[src/rtl/ubsb_pkg.sv]
// Package for the uniform B-spline basis evaluator.
// Holds widths, fixed-point constants, register codes and the structs passed
// between the front end, the basis triangle and the result serializer.
package ubsb_pkg;

	localparam int MAX_KNOTS  = 64;
	localparam int MAX_DEGREE = 3;
	localparam int FRAC_BITS  = 16;

	localparam int SAMPLE_W  = 32;
	localparam int DEG_W     = 2;
	localparam int KNOT_W    = 7;
	localparam int IDX_W     = 7;
	localparam int VAL_W     = FRAC_BITS + 1;
	localparam int WGT_W     = FRAC_BITS + 2;
	localparam int PROD_W    = WGT_W + VAL_W;
	localparam int SUM_W     = PROD_W + 1;
	localparam int N2_W      = SUM_W - FRAC_BITS;
	localparam int RECIP3_W  = 20;
	localparam int RECIP3_SH = 21;
	localparam int Q_W       = N2_W + RECIP3_W;

	localparam int CFG_IDX_W  = 2;
	localparam int CFG_DATA_W = 32;

	// Register indexes of the configuration port.
	localparam logic [CFG_IDX_W-1:0] CFG_GRID_START  = 2'd0;
	localparam logic [CFG_IDX_W-1:0] CFG_INV_SPACING = 2'd1;
	localparam logic [CFG_IDX_W-1:0] CFG_DEGREE      = 2'd2;
	localparam logic [CFG_IDX_W-1:0] CFG_KNOT_COUNT  = 2'd3;

	// Fixed-point one in value and weight widths, plus small multiples.
	localparam logic [VAL_W-1:0] V_ONE   = {1'b1, {FRAC_BITS{1'b0}}};
	localparam logic [WGT_W-1:0] W_ONE   = {2'b01, {FRAC_BITS{1'b0}}};
	localparam logic [WGT_W-1:0] W_TWO   = {2'b10, {FRAC_BITS{1'b0}}};
	localparam logic [WGT_W-1:0] W_THREE = {2'b11, {FRAC_BITS{1'b0}}};

	// Rounding offsets: half of the level-2 and level-3 denominators.
	localparam logic [SUM_W-1:0] RND2 = SUM_W'(1) << FRAC_BITS;
	localparam logic [SUM_W-1:0] RND3 = SUM_W'(3) << (FRAC_BITS - 1);

	// ceil(2^21 / 3): floor(n * RECIP3 >> 21) equals n / 3 for n below 2^21.
	localparam logic [RECIP3_W-1:0] RECIP3 = 20'd699051;

	typedef logic [VAL_W-1:0]  val_t;
	typedef logic [WGT_W-1:0]  wgt_t;
	typedef logic [PROD_W-1:0] prod_t;

	typedef struct packed {
		logic signed [SAMPLE_W-1:0] grid_start;
		logic [SAMPLE_W-1:0]        inv_spacing;
		logic [DEG_W-1:0]           degree;
		logic [KNOT_W-1:0]          knot_count;
	} cfg_t;

	typedef struct packed {
		logic [IDX_W-1:0]     interval;
		logic [FRAC_BITS-1:0] u;
		logic                 oor;
	} loc_t;

	typedef struct packed {
		logic [IDX_W-1:0]            interval;
		logic                        oor;
		logic [MAX_DEGREE:0][VAL_W-1:0] val;
	} basis_t;

endpackage

[src/rtl/ubsb_front.sv]
// Front end of the basis evaluator: grid offset, scaling by the inverse
// spacing and interval clamping, in three register stages. Uses ubsb_pkg.
module ubsb_front import ubsb_pkg::*; (
	input  logic                clk,
	input  logic                arst_n,
	input  cfg_t                cfg,
	input  logic                in_valid,
	output logic                in_ready,
	input  logic [SAMPLE_W-1:0] sample,
	output logic                out_valid,
	input  logic                out_ready,
	output loc_t                loc
);

	logic                v_s1, v_s2, v_s3;
	logic                en1, en2, en3;
	logic                neg_s1, neg_s2;
	logic [SAMPLE_W-1:0] d_s1;
	logic [47:0]         ph_s2, pl_s2;
	loc_t                loc_s3;

	logic [SAMPLE_W:0]   diff;
	logic [48:0]         tq;
	logic [32:0]         ival;
	logic [KNOT_W-1:0]   kc;
	loc_t                loc_next;

	assign en3      = !v_s3 || out_ready;
	assign en2      = !v_s2 || en3;
	assign en1      = !v_s1 || en2;
	assign in_ready = en1;

	assign diff = {sample[SAMPLE_W-1], sample} - {cfg.grid_start[SAMPLE_W-1], cfg.grid_start};

	// tq is floor(d * inv_spacing / 2^16), split over two 32x16 products.
	assign tq   = {1'b0, ph_s2} + {17'b0, pl_s2[47:16]};
	assign ival = tq[48:16];

	always_comb begin
		if (cfg.knot_count < KNOT_W'(2)) begin
			kc = KNOT_W'(2);
		end else if (cfg.knot_count > KNOT_W'(MAX_KNOTS)) begin
			kc = KNOT_W'(MAX_KNOTS);
		end else begin
			kc = cfg.knot_count;
		end
	end

	always_comb begin
		priority if (neg_s2) begin
			loc_next.interval = '0;
			loc_next.u        = '0;
			loc_next.oor      = 1'b1;
		end else if (ival >= {26'b0, kc - KNOT_W'(1)}) begin
			loc_next.interval = IDX_W'(kc - KNOT_W'(2));
			loc_next.u        = '1;
			loc_next.oor      = 1'b1;
		end else begin
			loc_next.interval = ival[IDX_W-1:0];
			loc_next.u        = tq[FRAC_BITS-1:0];
			loc_next.oor      = 1'b0;
		end
	end

	always_ff @(posedge clk or negedge arst_n) begin
		if (!arst_n) begin
			v_s1 <= 1'b0;
			v_s2 <= 1'b0;
			v_s3 <= 1'b0;
		end else begin
			if (en1) v_s1 <= in_valid;
			if (en2) v_s2 <= v_s1;
			if (en3) v_s3 <= v_s2;
		end
	end

	always_ff @(posedge clk) begin
		if (en1) begin
			neg_s1 <= diff[SAMPLE_W];
			d_s1   <= diff[SAMPLE_W-1:0];
		end
		if (en2) begin
			neg_s2 <= neg_s1;
			ph_s2  <= 48'(d_s1) * 48'(cfg.inv_spacing[31:16]);
			pl_s2  <= 48'(d_s1) * 48'(cfg.inv_spacing[15:0]);
		end
		if (en3) begin
			loc_s3 <= loc_next;
		end
	end

	assign out_valid = v_s3;
	assign loc       = loc_s3;

endmodule

[config.mk]
export PLATFORM = sky130hd
export DESIGN_NAME = ubsb_front
export DESIGN_NICKNAME = d
export VERILOG_FILES = /design/src/rtl/ubsb_pkg.sv /design/src/rtl/ubsb_front.sv
export SDC_FILE = /design/constraint.sdc
export NUM_CORES = 2
export LEC_CHECK = 0
export BUFFER_PORTS_ARGS = -buffer_cell sky130_fd_sc_hd__buf_2
export CORE_MARGIN = 5
export CORE_UTILIZATION = 50
export CTS_CLUSTER_DIAMETER = 30
export DETAILED_ROUTE_END_ITERATION = 6
export HOLD_SLACK_MARGIN = 0.08
export MAX_ROUTING_LAYER = met4
export PLACE_DENSITY_LB_ADDON = 0.3
export RECOVER_POWER = 25
export SYNTH_ARGS = -nofsm -noshare
export SYNTH_HDL_FRONTEND = slang
export SYNTH_SLANG_ARGS = --single-unit
[constraint.sdc]
create_clock -name clk -period 12 [get_ports clk]
set_input_delay 0 -clock clk [delete_from_list [all_inputs] [get_ports clk]]
set_output_delay 0 -clock clk [all_outputs]
set_load 0.05 [all_outputs]
==> results.json <==
{
  "yosys.cell_types.count": 76,
  "dpl_worst_slack_ns": 4.57,
  "grt_usage": 0.239,
  "cp_max_fo": 31,
  "port_buffers": 132,
  "synth_edf_count": 138,
  "num-nets-final": 5705,
  "syn_nets": 5665,
  "outcome": "finished with violations",
  "critPathSlowestCell": "clkbuf_1",
  "yosys_warnings": 0,
  "clock_latency_ns": 0.49,
  "postCtsSetupBuffers": 0,
  "syn_inst": 4408,
  "synth-main-ff-cell": "edfxtp_1",
  "seq_area_frac_synth": 0.105,
  "setup_tns_ns": 0,
  "fmax_ghz": 0.120,
  "vias": 29700,
  "area_growth_pct": 6.67,
  "crit_chain": "clkbuf_1, nand2_1, fa_1, fa_1, inv_1, fa_1, fa_1, fa_1, inv_1, fa_1, inv_1, ha_1, nand4_1, a21oi_1, a21oi_1, o21a_1, o311ai_1, a21oi_1, o31a_1, a31oi_1, a21oi_1, xnor2_1",
  "slowest_delay_ns": 1.38,
  "htreeDepth": 4,
  "clk_path_buf_depth": 2,
  "cts_sinks": 141,
  "async_flop_share": 0.0213,
  "syn-mean-instance-area_um2": 9.08,
  "die-area_mm2": 0.0858,
  "crit_path_start_kind": "flip-flop",
  "grt_max_degree": 82,
  "fin_skew_ns": 0.0199,
  "drtPass1Iterations": 5,
  "drc": 0,
  "die_h_um": 293,
  "fin_ws_ns": 3.66,
  "antenna_found_initial": 2,
  "grt_pass1_wl_um": 160000,
  "ys_ff_latch": 141,
  "clkTransAtPathRegs_ns": 0.08,
  "relSlewSlack": -0.693,
  "crit_type": "flip-flop to flip-flop",
  "hpwlAfterDp_um": 73600,
  "drv_cap": 2,
  "tritoncts": "built",
  "drt_iter0_markers": 1720,
  "end_kind": "flip-flop",
  "setup_viol": 0,
  "core_mm2": 0.0791,
  "start_util": 0.506,
  "grt_pass1_vias": 31300,
  "cts_root_buf": "clkbuf_16",
  "avgViaCountPerCell": 5.38,
  "drt-total-wl_um": 96900,
  "rows": 103,
  "fillerInstances": 7207,
  "drive_above_1_share": 0.0446,
  "cp.required_ns": 12.25,
  "violations": "max-capacitance violations, max-slew violations",
  "netlist_area_mm2": 0.0400,
  "die_x_um": 293,
  "min_period_over_period": 0.695,
  "grt_overflow": 0,
  "crit_top_cell": "fa_1",
  "tightest_slew_ns": 2.54,
  "period_needed_ns": 8.34,
  "arrival_ns": 8.58,
  "final_antenna_net_count": 0,
  "globalplace.congestion": 0.882,
  "hold_class": "primary input to flip-flop",
  "cts_inserted_buffers": 17,
  "slew_viol_final": 68,
  "rsz0062_at_grt": "no",
  "hold_viol_final": 0,
  "drt-wirelength-per-cell_um": 17.6,
  "num_io_pins": 135
}
-- through the flow --
step           cells  instance area (um^2)  utilization  hold slack [ns]
6_report        5513                 42700        0.539            0.115
5_1_grt         5513                 42700        0.539            0.116
4_1_cts         5511                 42700        0.540           0.0823
3_5_place_dp    5408                 41400        0.524           -0.199
3_3_place_gp    5408                 41400        0.524           -0.203
2_1_floorplan   4408                 40000            -           -0.296
-- layer usage --
metal | track usage | vias up | routed length [um]
li1 | - | 13500 | -
met1 | 0.302 | 15200 | 39600
met2 | 0.398 | 855 | 48600
met3 | 0.0354 | 173 | 5440
met4 | 0.0782 | 0 | 3170
met5 | - | - | 0
-- final cells by class --
cell class | count | area [um^2] | area share
multi-input combinational | 3117 | 31500 | 0.737
antenna | 2 | 5.00 | 0.000117
tap | 1050 | 1310 | 0.0308
sequential | 141 | 4220 | 0.0988
timing repair buffer | 240 | 1610 | 0.0376
clock inverter | 15 | 153 | 0.00358
inverter | 931 | 3490 | 0.0819
clock buffer | 17 | 425 | 0.00997
-- registers in the layout (all words and copies together), names as in the netlist --
signal     count
v_s2           1
v_s1           1
d_s1          32
ph_s2         48
pl_s2         32
out_valid      1
neg_s1         1
neg_s2         1
loc           24
-- worst max-delay path, delay by kind of cell (launching register included) --
family | cells | cell delay, ns
DFF | 1 | 0.33
adders and majority gates | 7 | 3.34
AOI/OAI and AO/OA | 8 | 2.14
buffers and inverters | 4 | 1.55
xor gates and xnor gates | 1 | 0.35
and+or+nand+nor | 2 | 0.33
-- final timing paths --
path                            depth (start not counted)    start  slack (ns)   endpoint
worst max-delay path                                   22  d_s1[0]        3.66  pl_s2[46]
worst min-delay path                                    4  cfg[57]        0.12   d_s1[16]
worst max register to register                         22  d_s1[0]        3.66  pl_s2[46]
worst min register to register                          1     v_s1        0.47       v_s2
max in group asynchronous                               3   arst_n       11.46  out_valid
min in group asynchronous                               3   arst_n        0.39       v_s1
-- cells by family (layout without fill, tap and decap cells) --
kind of cell,Yosys count,in the layout,share of synthesized area
other cells,0,2,0
flops,141,141,0.105
fa+ha+maj,1148,1148,0.516
compound gates,447,447,0.0713
mux,7,7,0.00181
simple gates,1387,1387,0.169
xor+xnor,128,128,0.0280
buf+inv,1150,1203,0.108
-- synth_stat cells, types with 6 or more instances --
library cell	number	area, um^2
edfxtp_1	138	4140
o211ai_1	7	52.6
a21oi_1	149	746
ha_1	311	3890
xor2_1	43	377
nand2_1	685	2570
nor2b_1	28	175
inv_1	931	3490
and3_1	12	75.1
and2_1	429	2680
a211oi_1	12	90.1
a21boi_0	7	52.6
o21ai_0	71	355
o21ai_1	7	35.0
o21bai_1	16	120
o21a_1	20	150
nor2_1	83	312
fa_1	837	16800
and4_1	11	96.3
a31oi_1	17	106
buf_2	6	30.0
nor3_1	27	135
nand3_1	28	140
xnor2_1	85	744
nand2b_1	27	169
o31ai_1	9	67.6
clkbuf_1	210	788
nand4_1	22	138
a21o_1	74	556
o22ai_1	6	37.5
-- placed cells by master (no fill, tap or decap), drive strengths merged, types with 84 or more instances in the layout --
| cell type | count |
|---|---|
| nand2 | 685 |
| fa | 837 |
| edfxtp | 138 |
| ha | 311 |
| and2 | 429 |
| inv | 938 |
| nor2 | 84 |
| xnor2 | 85 |
| a21oi | 153 |
| buf | 141 |
-- what timing repair did --
action / 4_1_cts / 5_1_grt
hold buffers: 71 / 0
hold endpoints to repair: 40 / 0
resized for setup: 0 / 0
Power is left out: the tool's default activity adds up to more than one toggle a clock period on the data nets, which glitch-free logic cannot reach.
