--- src/rtl/ubsb_pkg.sv ---
// Package for the uniform B-spline basis evaluator.
// Holds widths, fixed-point constants, register codes and the structs passed
// between the front end, the basis triangle and the result serializer.
package ubsb_pkg;

	localparam int MAX_KNOTS  = 64;
	localparam int MAX_DEGREE = 3;
	localparam int FRAC_BITS  = 16;

	localparam int SAMPLE_W  = 32;
	localparam int DEG_W     = 2;
	localparam int KNOT_W    = 7;
	localparam int IDX_W     = 7;
	localparam int VAL_W     = FRAC_BITS + 1;
	localparam int WGT_W     = FRAC_BITS + 2;
	localparam int PROD_W    = WGT_W + VAL_W;
	localparam int SUM_W     = PROD_W + 1;
	localparam int N2_W      = SUM_W - FRAC_BITS;
	localparam int RECIP3_W  = 20;
	localparam int RECIP3_SH = 21;
	localparam int Q_W       = N2_W + RECIP3_W;

	localparam int CFG_IDX_W  = 2;
	localparam int CFG_DATA_W = 32;

	// Register indexes of the configuration port.
	localparam logic [CFG_IDX_W-1:0] CFG_GRID_START  = 2'd0;
	localparam logic [CFG_IDX_W-1:0] CFG_INV_SPACING = 2'd1;
	localparam logic [CFG_IDX_W-1:0] CFG_DEGREE      = 2'd2;
	localparam logic [CFG_IDX_W-1:0] CFG_KNOT_COUNT  = 2'd3;

	// Fixed-point one in value and weight widths, plus small multiples.
	localparam logic [VAL_W-1:0] V_ONE   = {1'b1, {FRAC_BITS{1'b0}}};
	localparam logic [WGT_W-1:0] W_ONE   = {2'b01, {FRAC_BITS{1'b0}}};
	localparam logic [WGT_W-1:0] W_TWO   = {2'b10, {FRAC_BITS{1'b0}}};
	localparam logic [WGT_W-1:0] W_THREE = {2'b11, {FRAC_BITS{1'b0}}};

	// Rounding offsets: half of the level-2 and level-3 denominators.
	localparam logic [SUM_W-1:0] RND2 = SUM_W'(1) << FRAC_BITS;
	localparam logic [SUM_W-1:0] RND3 = SUM_W'(3) << (FRAC_BITS - 1);

	// ceil(2^21 / 3): floor(n * RECIP3 >> 21) equals n / 3 for n below 2^21.
	localparam logic [RECIP3_W-1:0] RECIP3 = 20'd699051;

	typedef logic [VAL_W-1:0]  val_t;
	typedef logic [WGT_W-1:0]  wgt_t;
	typedef logic [PROD_W-1:0] prod_t;

	typedef struct packed {
		logic signed [SAMPLE_W-1:0] grid_start;
		logic [SAMPLE_W-1:0]        inv_spacing;
		logic [DEG_W-1:0]           degree;
		logic [KNOT_W-1:0]          knot_count;
	} cfg_t;

	typedef struct packed {
		logic [IDX_W-1:0]     interval;
		logic [FRAC_BITS-1:0] u;
		logic                 oor;
	} loc_t;

	typedef struct packed {
		logic [IDX_W-1:0]            interval;
		logic                        oor;
		logic [MAX_DEGREE:0][VAL_W-1:0] val;
	} basis_t;

endpackage

--- src/rtl/ubsb_ser.sv ---
// Result serializer: holds one sample's basis values and sends them one
// beat per cycle while out_ready is high, in order of rising basis index. Uses ubsb_pkg.
module ubsb_ser import ubsb_pkg::*; (
	input  logic             clk,
	input  logic             arst_n,
	input  logic [DEG_W-1:0] degree,
	input  logic             in_valid,
	output logic             in_ready,
	input  basis_t           basis,
	output logic             out_valid,
	input  logic             out_ready,
	output logic [IDX_W-1:0] out_index,
	output logic [VAL_W-1:0] out_value,
	output logic             out_last,
	output logic             out_oor
);

	logic                         busy_q;
	logic [DEG_W-1:0]             cnt_q;
	logic [DEG_W-1:0]             deg_q;
	logic [IDX_W-1:0]             interval_q;
	logic                         oor_q;
	logic [MAX_DEGREE:0][VAL_W-1:0] val_q;

	assign out_last  = cnt_q == deg_q;
	// The next sample loads as the final beat of this one leaves.
	assign in_ready  = !busy_q || (out_ready && out_last);
	assign out_valid = busy_q;
	assign out_index = interval_q + IDX_W'(cnt_q);
	assign out_value = val_q[cnt_q];
	assign out_oor   = oor_q;

	always_ff @(posedge clk or negedge arst_n) begin
		if (!arst_n) begin
			busy_q <= 1'b0;
			cnt_q  <= '0;
		end else if (in_ready) begin
			busy_q <= in_valid;
			cnt_q  <= '0;
		end else if (out_ready) begin
			cnt_q <= cnt_q + DEG_W'(1);
		end
	end

	always_ff @(posedge clk) begin
		if (in_ready && in_valid) begin
			deg_q      <= degree;
			interval_q <= basis.interval;
			oor_q      <= basis.oor;
			val_q      <= basis.val;
		end
	end

endmodule

--- config.mk ---
export PLATFORM = sky130hd
export DESIGN_NAME = ubsb_ser
export DESIGN_NICKNAME = d
export VERILOG_FILES = /design/src/rtl/ubsb_pkg.sv /design/src/rtl/ubsb_ser.sv
export SDC_FILE = /design/constraint.sdc
export NUM_CORES = 1
export LEC_CHECK = 0
export ABC_AREA = 1
export BUFFER_PORTS_ARGS = -buffer_cell sky130_fd_sc_hd__buf_4
export CORE_UTILIZATION = 45
export CTS_CLUSTER_DIAMETER = 150
export DETAILED_ROUTE_END_ITERATION = 8
export GPL_TIMING_DRIVEN = 0
export PLACE_DENSITY = 0.75
export SKIP_LAST_GASP = 1
export SYNTH_ARGS = -nofsm -noshare
export SYNTH_HDL_FRONTEND = slang
export SYNTH_SLANG_ARGS = --single-unit
--- constraint.sdc ---
create_clock -name clk -period 7.6 [get_ports clk]
set_clock_uncertainty 0.1 [all_clocks]
set_input_delay 0.76 -clock clk [delete_from_list [all_inputs] [get_ports clk]]
set_output_delay 0.76 -clock clk [all_outputs]
set_load 0.005 [all_outputs]
==> results of run 1 <==
==> flip-flops by register name, summed over array words and instances, names as in the netlist <==
signal / flops
val_q: 68
interval_q: 7
cnt_q: 2
deg_q: 2
out_oor: 1
out_valid: 1
==> worst max-delay path: stages, from the launching register on <==
cell     delay, ns
dfrtp_1       0.39
inv_1         0.17
buf_2         0.25
fa_1          0.49
nor2_1        0.18
nand3_1       0.11
xnor2_1       0.15
buf_4         0.13
==> final cells by class <==
type | count | area [µm²]
buffer | 10 | 83.8
clock buffer | 9 | 124
clock inverter | 7 | 78.8
fill | 512 | 2400
inverter | 11 | 46.3
multi-input combinational | 120 | 633
sequential | 81 | 2420
tap | 96 | 120
timing repair buffer | 112 | 893
==> cells by family after synthesis <==
group,count (synthesis)
AND/OR/NAND/NOR,60
adder cells (fa/ha/maj),3
flip-flops,81
AO/OA/AOI/OAI,52
buffers and inverters,21
XOR/XNOR,5
==> final timing paths <==
kind,end,slack [ns],depth (start not counted)
min,out_valid,0.1,1
max reg2reg,val_q[31],5.42,6
max in group asynchronous,cnt_q[1],7.21,1
min reg2reg,cnt_q[1],0.59,2
min in group clk,val_q[23],0.48,1
max,out_index[6],4.54,7
==> placed cells by master, fill, tap and decap left out, types with 3 or more instances in the layout <==
master,synthesis,final
nor2_1,35,35
nand2_1,14,14
buf_4,1,110
buf_2,3,3
nand2_2,3,3
edfxtp_1,78,78
nand3_1,4,4
o21ai_0,22,22
o22ai_1,17,17
o21ai_1,12,12
inv_1,10,10
clkbuf_8,0,9
dfrtp_1,3,3
xor2_1,3,3
buf_6,5,5
==> power by group <==
| group | internal, µW | switching, µW |
|---|---|---|
| clock network | 155 | 159 |
| registers | 553 | 19.4 |
| logic | 243 | 262 |
==> metrics by stage <==
step           hold WS, ns  utilization, %  setup slack (ns)  std cells
3_3_place_gp         0.452            60.5             0.900        427
5_1_grt             0.0754            64.7              4.37        446
3_5_place_dp         0.454            61.7              4.87        430
2_1_floorplan        0.364               -              2.33        222
6_report            0.0971            64.7              4.54        446
4_1_cts             0.0855            64.7              4.49        446
==> layer usage <==
layer | part of all wire, % | routed length [µm] | vias to the layer above | global-route usage, %
li1 | - | - | 1061 | -
met1 | 43 | 2860 | 998 | 24.2
met2 | 49 | 3270 | 74 | 31.7
met3 | 5.5 | 364 | 13 | 5.10
met4 | 2.1 | 140 | 0 | 8.79
met5 | 0 | 0 | - | 0
==> flow_summary.ini, run 1 <==
[outcome]
status = finished clean

[synthesis]
post-synth-top-count-cell = edfxtp_1
synthMuxAreaShare_pct = 0
synth_compound_area_share_pct = 8.88
ys_ff_latch = 81
synth_top_family_by_area = compound AO/OA/AOI/OAI gates
synthArstFlopShare_pct = 3.70
synth_common_cells = edfxtp_1 (78), nor2_1 (35), o21ai_0 (22)
ys.warnings.count = 0
synth-adder-area-share_pct = 1.42
synthCells = 222
yosys.area_share.simple_pct = 7.94
synth_edf_count = 78
synthXorXnorAreaFrac_pct = 1.38
synth_fp_nets = 307
synth_top_area_share_pct = 73.9
synth-seq-area-share_pct = 76.3
yosysUniqueCellTypes = 23
syn_area_per_cell_um2 = 14.3
synthTopCellsByArea = edfxtp_1 (74%), nor2_1 (4.1%), o21ai_0 (3.5%)
ys.flop_type = edfxtp_1
synth_area_um2 = 3170
yosysTopAreaCell = edfxtp_1

[drt]
drcViolationCount = 0
drt_iter0_drc = 168
via_per_inst = 4.81
drtPass1Iterations = 4
wl_per_cell_um = 14.9
drt-total-wl_um = 6640
ant_nets = 0
vias = 2146

[place]
placed_cell_area_um2 = 4190
dp_hpwl_um = 4660
port_buffers = 109
gp_congestion = 0.724

[setup_path]
crit_start = cnt_q[1]
cp-start-kind = flop
crit_required_ns = 6.74
endpoint_kind = output pin
cp_data_arrival_time_ns = 2.20
worstSetupPathType = flop to output pin
crit_fanout = 10
rr_startpoint = cnt_q[1]

[power]
p_total_uw = 1390
power_leakage_uw = 0.00174
powerDensity_nw_per_um2 = 316
ir_worst_vdd_v = 0.000171

[sta]
fmax_ghz = 0.327
slew_headroom_pct = 56.0
rsz0062_at_grt = no
setup_viol = 0
setup_tns_ns = 0
finalHoldViolations = 0
finalMaxSlewViolations = 0
period_share_pct = 40.2
finalCriticalPeriod_ns = 3.06
tightest_slew_ns = 0.659

[clock_tree]
numCtsBuffers = 9
root_buffer = clkbuf_8
clock-sinks = 81
clk_pin_slew_ns = 0.07
cts_resized = 0
h-tree-depth = 3
cts_tree = built
postCtsHoldBufs = 0
clk_latency_ns = 0.34
post_cts_buffers = 0
clock_path_buffers = 2

[run]
maxCapViolCount = 0

[die]
die_w_um = 85.9
rows = 30
io_pins = 110
die_h_um = 85.9
start_util_pct = 46.6
dieArea_um2 = 7380
core_um2 = 6790

[hold_path]
holdCritPathClass = input pin to asynchronous set/reset pin

[finish]
area_growth_pct = 38.7
drive_gt1_share_pct = 41.4
final_area_um2 = 4400
diodes = 0
final_nets = 430

[grt]
grt_pass1_wl_um = 10400
grt_max_degree = 29
grt_overflow = 0
grt_pass1_vias = 2080
grt_usage_pct = 19.4
antenna_found_initial = 0
(Power assumes the default switching activity.)
==> run 2: changes to the inputs <==
Settings changed: PLACE_DENSITY 0.75 to 0.78.
Clock period 7.6 ns to 2.7 ns, I/O delays scaled along.
==> run 2 against run 1 <==
Critical path depth unchanged; sequential power rose to 2.8 times the previous value; sequential cell count unchanged; utilization up 11 points; combinational power rose to 3.0 times the previous value; die area unchanged; count of clock-buffer cells in the layout up 1; sequential share of layout area down 8.0 points; clock power rose to 3.0 times the previous value; largest cell class unchanged; final cell count up 17%.
==> flow_summary.ini, run 2 (synthesis results as in run 1) <==
[outcome]
status = finished clean

[clock_tree]
clk_pin_slew_ns = 0.08
clock-sinks = 81
clock_path_buffers = 2
h-tree-depth = 3
cts_tree = built
clk_latency_ns = 0.34
root_buffer = clkbuf_8
numCtsBuffers = 9

[setup_path]
crit_fanout = 10
crit_end = out_index[6]
crit_start = cnt_q[1]
reg2reg_to = val_q[61]
reg2regPathDepth = 7
cp-start-kind = flop
worstSetupPathType = flop to output pin
crit_required_ns = 2.33
cp_data_arrival_time_ns = 2.19
endpoint_kind = output pin
rrSetupSlack_ns = 0.29
rr_startpoint = cnt_q[0]

[sta]
tightest_slew_ns = 0.995
slew_headroom_pct = 33.5
finalMaxSlewViolations = 0
setup_viol = 0
period_share_pct = 94.9
finalWorstSetupSlack_ns = 0.137
fmax_ghz = 0.390
finalCriticalPeriod_ns = 2.56
finalHoldViolations = 0

[grt]
grt_pass1_wl_um = 12000
antenna_found_initial = 0
grt_max_degree = 32
grt_overflow = 0
grt_usage_pct = 22.1
grt_pass1_vias = 2552

[die]
io_pins = 110
dieArea_um2 = 7380
core_um2 = 6790
die_h_um = 85.9
start_util_pct = 46.6
die_w_um = 85.9
rows = 30

[drt]
ant_nets = 0
drtPass1Iterations = 4
vias = 2473
wl_per_cell_um = 15.1
drcViolationCount = 0
via_per_inst = 4.76
drt_iter0_drc = 67
drt-total-wl_um = 7840

[finish]
final_common_cell = buf_4
multi_input_area_um2 = 636
final_cells = 520
largest_reg_flops = 68
final_nets = 505
regMostFlops = val_q
top_regs = val_q x68, interval_q x7
layout_common_cells = buf_4 (112), edfxtp_1 (78), dlygate4sd3_1 (75)
seq_area_um2 = 2420
area_growth_pct = 62.3
drive_gt1_share_pct = 34.4
diodes = 0
fill_cells = 419

[hold_path]
holdCritPathClass = input pin to flop

[power]
p_total_uw = 4080
power_leakage_uw = 0.00205
powerDensity_nw_per_um2 = 794
ir_worst_vdd_v = 0.000460

[place]
port_buffers = 109
dp_cells = 429
gp_congestion = 0.721
pre_cts_ws_ns = 0.178
dp_hpwl_um = 4580

[run]
maxCapViolCount = 0
[run 2: timing repair]
item / CTS / global route
hold buffers: 69 / 6
gates resized for setup: 0 / 5
endpoints found under the hold margin: 71 / 6
setup endpoints to repair: 0 / 16
buffers inserted: 0 / 1
[run 2: critical path, cell delays in order (launching register included)]
cell and delay, ns:
dfrtp_2 0.42, clkinvlp_4 0.19, buf_4 0.23, fa_1 0.48
nor2_2 0.17, nand3_1 0.10, xnor2_1 0.14, buf_4 0.13
[run 2: cell type report]
| class | count | share of cell area, % |
|---|---|---|
| multi-input combinational | 120 | 12.4 |
| clock buffer | 10 | 2.48 |
| tap | 96 | 2.34 |
| inverter | 11 | 0.973 |
| timing repair buffer | 187 | 31.6 |
| sequential | 81 | 47.0 |
| clock inverter | 5 | 1.58 |
| buffer | 10 | 1.68 |
[run 2: through the flow]
stage	util (%)	cell area, µm²	setup TNS, ns	hold slack (ns)
after global placement	60.6	4120	-43.02	-0.0387
after detailed placement	61.3	4170	0	-0.0362
after CTS	74.6	5070	0	0.000122
final	75.7	5140	0	0.0159
after global routing	75.7	5140	-0.00174	0.00183
after floorplan	-	3180	0	-0.126
[run 2: where the power goes]
| part | total [µW] | leakage [µW] | switching [µW] | internal (µW) |
|---|---|---|---|---|
| registers | 1620 | 0.000745 | 61.9 | 1560 |
| clock network | 939 | 0.000102 | 423 | 516 |
| logic | 1520 | 0.00120 | 766 | 756 |
[run 2: per-layer routing]
layer / global-route usage (%) / vias up / wire (µm)
met5: 0 / - / 0
met4: 9.55 / 0 / 170
met3: 4.72 / 18 / 410
met2: 40.5 / 105 / 4190
met1: 24.8 / 1147 / 3070
li1: - / 1203 / -
[run 2: worst min-delay path by stage]
stage                     slack (ns)             to  depth (start not counted)       from
final                           0.02  interval_q[0]                          1  basis[69]
after detailed placement       -0.04       cnt_q[1]                          1     arst_n
after CTS                     0.0001      val_q[10]                          1  basis[10]
after global routing           0.002      val_q[61]                          1  basis[61]
after floorplan                -0.13       cnt_q[0]                          0     arst_n
after global placement         -0.04       cnt_q[0]                          1     arst_n
==> run 3: changes to the inputs <==
Settings changed: ABC_AREA 1 to default, CORE_UTILIZATION 45 to 44, MAX_ROUTING_LAYER from default to met4, PLACE_DENSITY 0.78 to 0.77.
==> run 3 against run 2 <==
Global-route usage rose by 2.2 points; sequential share of layout area rose by 0.43 points; area after synthesis fell by 2.2%; power fell by 0.34%; utilization fell by 0.72 points; synthesized cell count fell by 38%; final cell count fell by 16%; first-iteration DRC count fell by 6.0%; setup slack got worse by 0.0040 ns; hold slack improved by 0.029 ns; die area barely moved; sequential cell count did not move; critical endpoint unchanged; largest power group unchanged.
==> flow_summary.ini, run 3 <==
[outcome]
status = finished clean

[clock_tree]
cts_tree = built
root_buffer = clkbuf_8
clk_latency_ns = 0.34
clk_pin_slew_ns = 0.08
h-tree-depth = 3
clock-sinks = 81
clock_path_buffers = 2
numCtsBuffers = 9

[synthesis]
post-synth-top-count-cell = edfxtp_1
yosysUniqueCellTypes = 26
ys.warnings.count = 0
synthTopCellsByArea = edfxtp_1 (76%), mux4_2 (12%), dfrtp_1 (2.4%)
yosysTopAreaCell = edfxtp_1
synth_edf_count = 78
ys_ff_latch = 81
synth_area_um2 = 3100
synth_common_cells = edfxtp_1 (78), mux4_2 (16), inv_1 (7)
synth-seq-area-share_pct = 78.0
syn_area_per_cell_um2 = 22.5
synth_fp_nets = 223
synthArstFlopShare_pct = 3.70
synthCells = 138
synth_top_area_share_pct = 75.6
ys.flop_type = edfxtp_1

[power]
swShare_pct = 27.3
p_clk_share_pct = 23.5
switching_power_uw = 1110
p_total_uw = 4070
ir_worst_vdd_v = 0.000437
pwr-share-comb_pct = 34.1
powerDensity_nw_per_um2 = 799
power_leakage_uw = 0.00198
p_int_uw = 2960
power.sequential.fraction_pct = 42.3

[place]
gp_congestion = 0.721
pre_cts_ws_ns = 0.425
dp_cells = 345
port_buffers = 109
placed_cell_area_um2 = 4090
dp_hpwl_um = 4100

[setup_path]
endpoint_kind = output pin
crit_end = out_index[6]
rr_startpoint = cnt_q[0]
reg2regPathDepth = 4
crit_required_ns = 2.33
worstSetupPathType = flop to output pin
reg2reg_to = val_q[49]
crit_fanout = 10
cp_data_arrival_time_ns = 2.20
cp-start-kind = flop
rrSetupSlack_ns = 0.51
crit_start = cnt_q[1]

[run]
maxCapViolCount = 0

[finish]
regMostFlops = val_q
drive_gt1_share_pct = 43.1
final_nets = 424
layout_common_cells = buf_4 (110), dlygate4sd3_1 (79), edfxtp_1 (78)
final_common_cell = buf_4
final_cells = 439
diodes = 0
final_area_um2 = 5090
largest_reg_flops = 68
area_growth_pct = 64.4
top_regs = val_q x68, interval_q x7

[drt]
via_per_inst = 4.74
drt-total-wl_um = 7970
ant_nets = 0
vias = 2083
wl_per_cell_um = 18.2
drtPass1Iterations = 4
drt_iter0_drc = 63
drcViolationCount = 0

[die]
core_um2 = 6790
dieArea_um2 = 7380
io_pins = 110
die_h_um = 85.9
rows = 30
die_w_um = 85.9
start_util_pct = 45.6

[grt]
grt_max_degree = 37
antenna_found_initial = 0
grt_pass1_vias = 2383
grt_usage_pct = 24.3
grt_overflow = 0
grt_pass1_wl_um = 12100

[sta]
finalMaxSlewViolations = 0
rsz0062_at_grt = no
finalCriticalPeriod_ns = 2.57
tightest_slew_ns = 0.663
finalHoldViolations = 0
fmax_ghz = 0.390
period_share_pct = 95.1
finalWorstSetupSlack_ns = 0.133
setup_viol = 0
slew_headroom_pct = 55.7

[hold_path]
holdCritPathClass = input pin to flop
run 3: cell count changes after synthesis, sizes merged, moves of 3 or more:
cell / previous run / this run
buf: 9 / 4
inv: 11 / 7
mux4: 0 / 17
nand2: 17 / 3
nand3: 5 / 0
nand3b: 0 / 3
nor2: 36 / 1
o21ai: 34 / 2
o22ai: 17 / 0
xnor2: 2 / 5
run 3: stage by stage:
step                      utilization, %  TNS, ns  hold slack (ns)
after detailed placement            60.2        0          -0.0377
final                               75.0        0           0.0448
after CTS                           75.0        0           0.0305
after floorplan                        -        0           -0.126
after global routing                75.0        0           0.0395
after global placement              59.5   -19.88          -0.0387
run 3: power groups by stage:
stage | Sequential (µW) | Combinational (µW) | Clock (µW)
floorplan | 1720 | 682 | 0
global placement | 1740 | 1230 | 0
detailed placement | 1740 | 1290 | 0
CTS | 1710 | 1380 | 940
global route | 1740 | 1490 | 1010
finish | 1720 | 1390 | 958
run 3: worst min path at each step:
stage / depth (start not counted) / endpoint / startpoint
after floorplan: 0 / cnt_q[0] / arst_n
after global placement: 1 / out_valid / arst_n
after detailed placement: 1 / cnt_q[0] / arst_n
after CTS: 2 / out_valid / in_valid
after global routing: 2 / out_valid / in_valid
final: 2 / out_valid / in_valid
run 3: cell type report:
| class | instances | area, µm² |
|---|---|---|
| Tap cell | 96 | 120 |
| Fill cell | 378 | 1700 |
| Buffer | 4 | 35.0 |
| Clock inverter | 5 | 81.3 |
| Sequential cell | 81 | 2420 |
| Inverter | 7 | 26.3 |
| Clock buffer | 10 | 128 |
| Timing Repair Buffer | 190 | 1660 |
| Multi-Input combinational cell | 46 | 631 |
run 3: metal layers:
metal | global-route usage, % | share of wire, %
met4 | 11.2 | 2.2
met1 | 23.5 | 34
met3 | 4.23 | 4.6
met2 | 46.4 | 59
met5 | - | 0
run 3: critical path, cell delays in order (launching register included):
cell	delay, ns
dfrtp_1	0.43
buf_4	0.23
inv_1	0.13
fa_1	0.49
nor3_1	0.26
xor2_1	0.18
buf_4	0.13
run 3: cells by family after synthesis:
family / synth area share, %
muxes: 12.5
and+or+nand+nor: 2.38
adders and majority gates: 1.45
DFF: 78.0
AOI/OAI and AO/OA: 1.82
xor gates and xnor gates: 1.98
buffers and inverters: 1.90
run 3: what timing repair did:
| action | in CTS | in global routing |
|---|---|---|
| setup buffers | 0 | 0 |
| hold endpoints to repair | 81 | 0 |
| gates resized for setup | 0 | 2 |
| hold buffers | 79 | 0 |
| setup endpoints to repair | 0 | 1 |
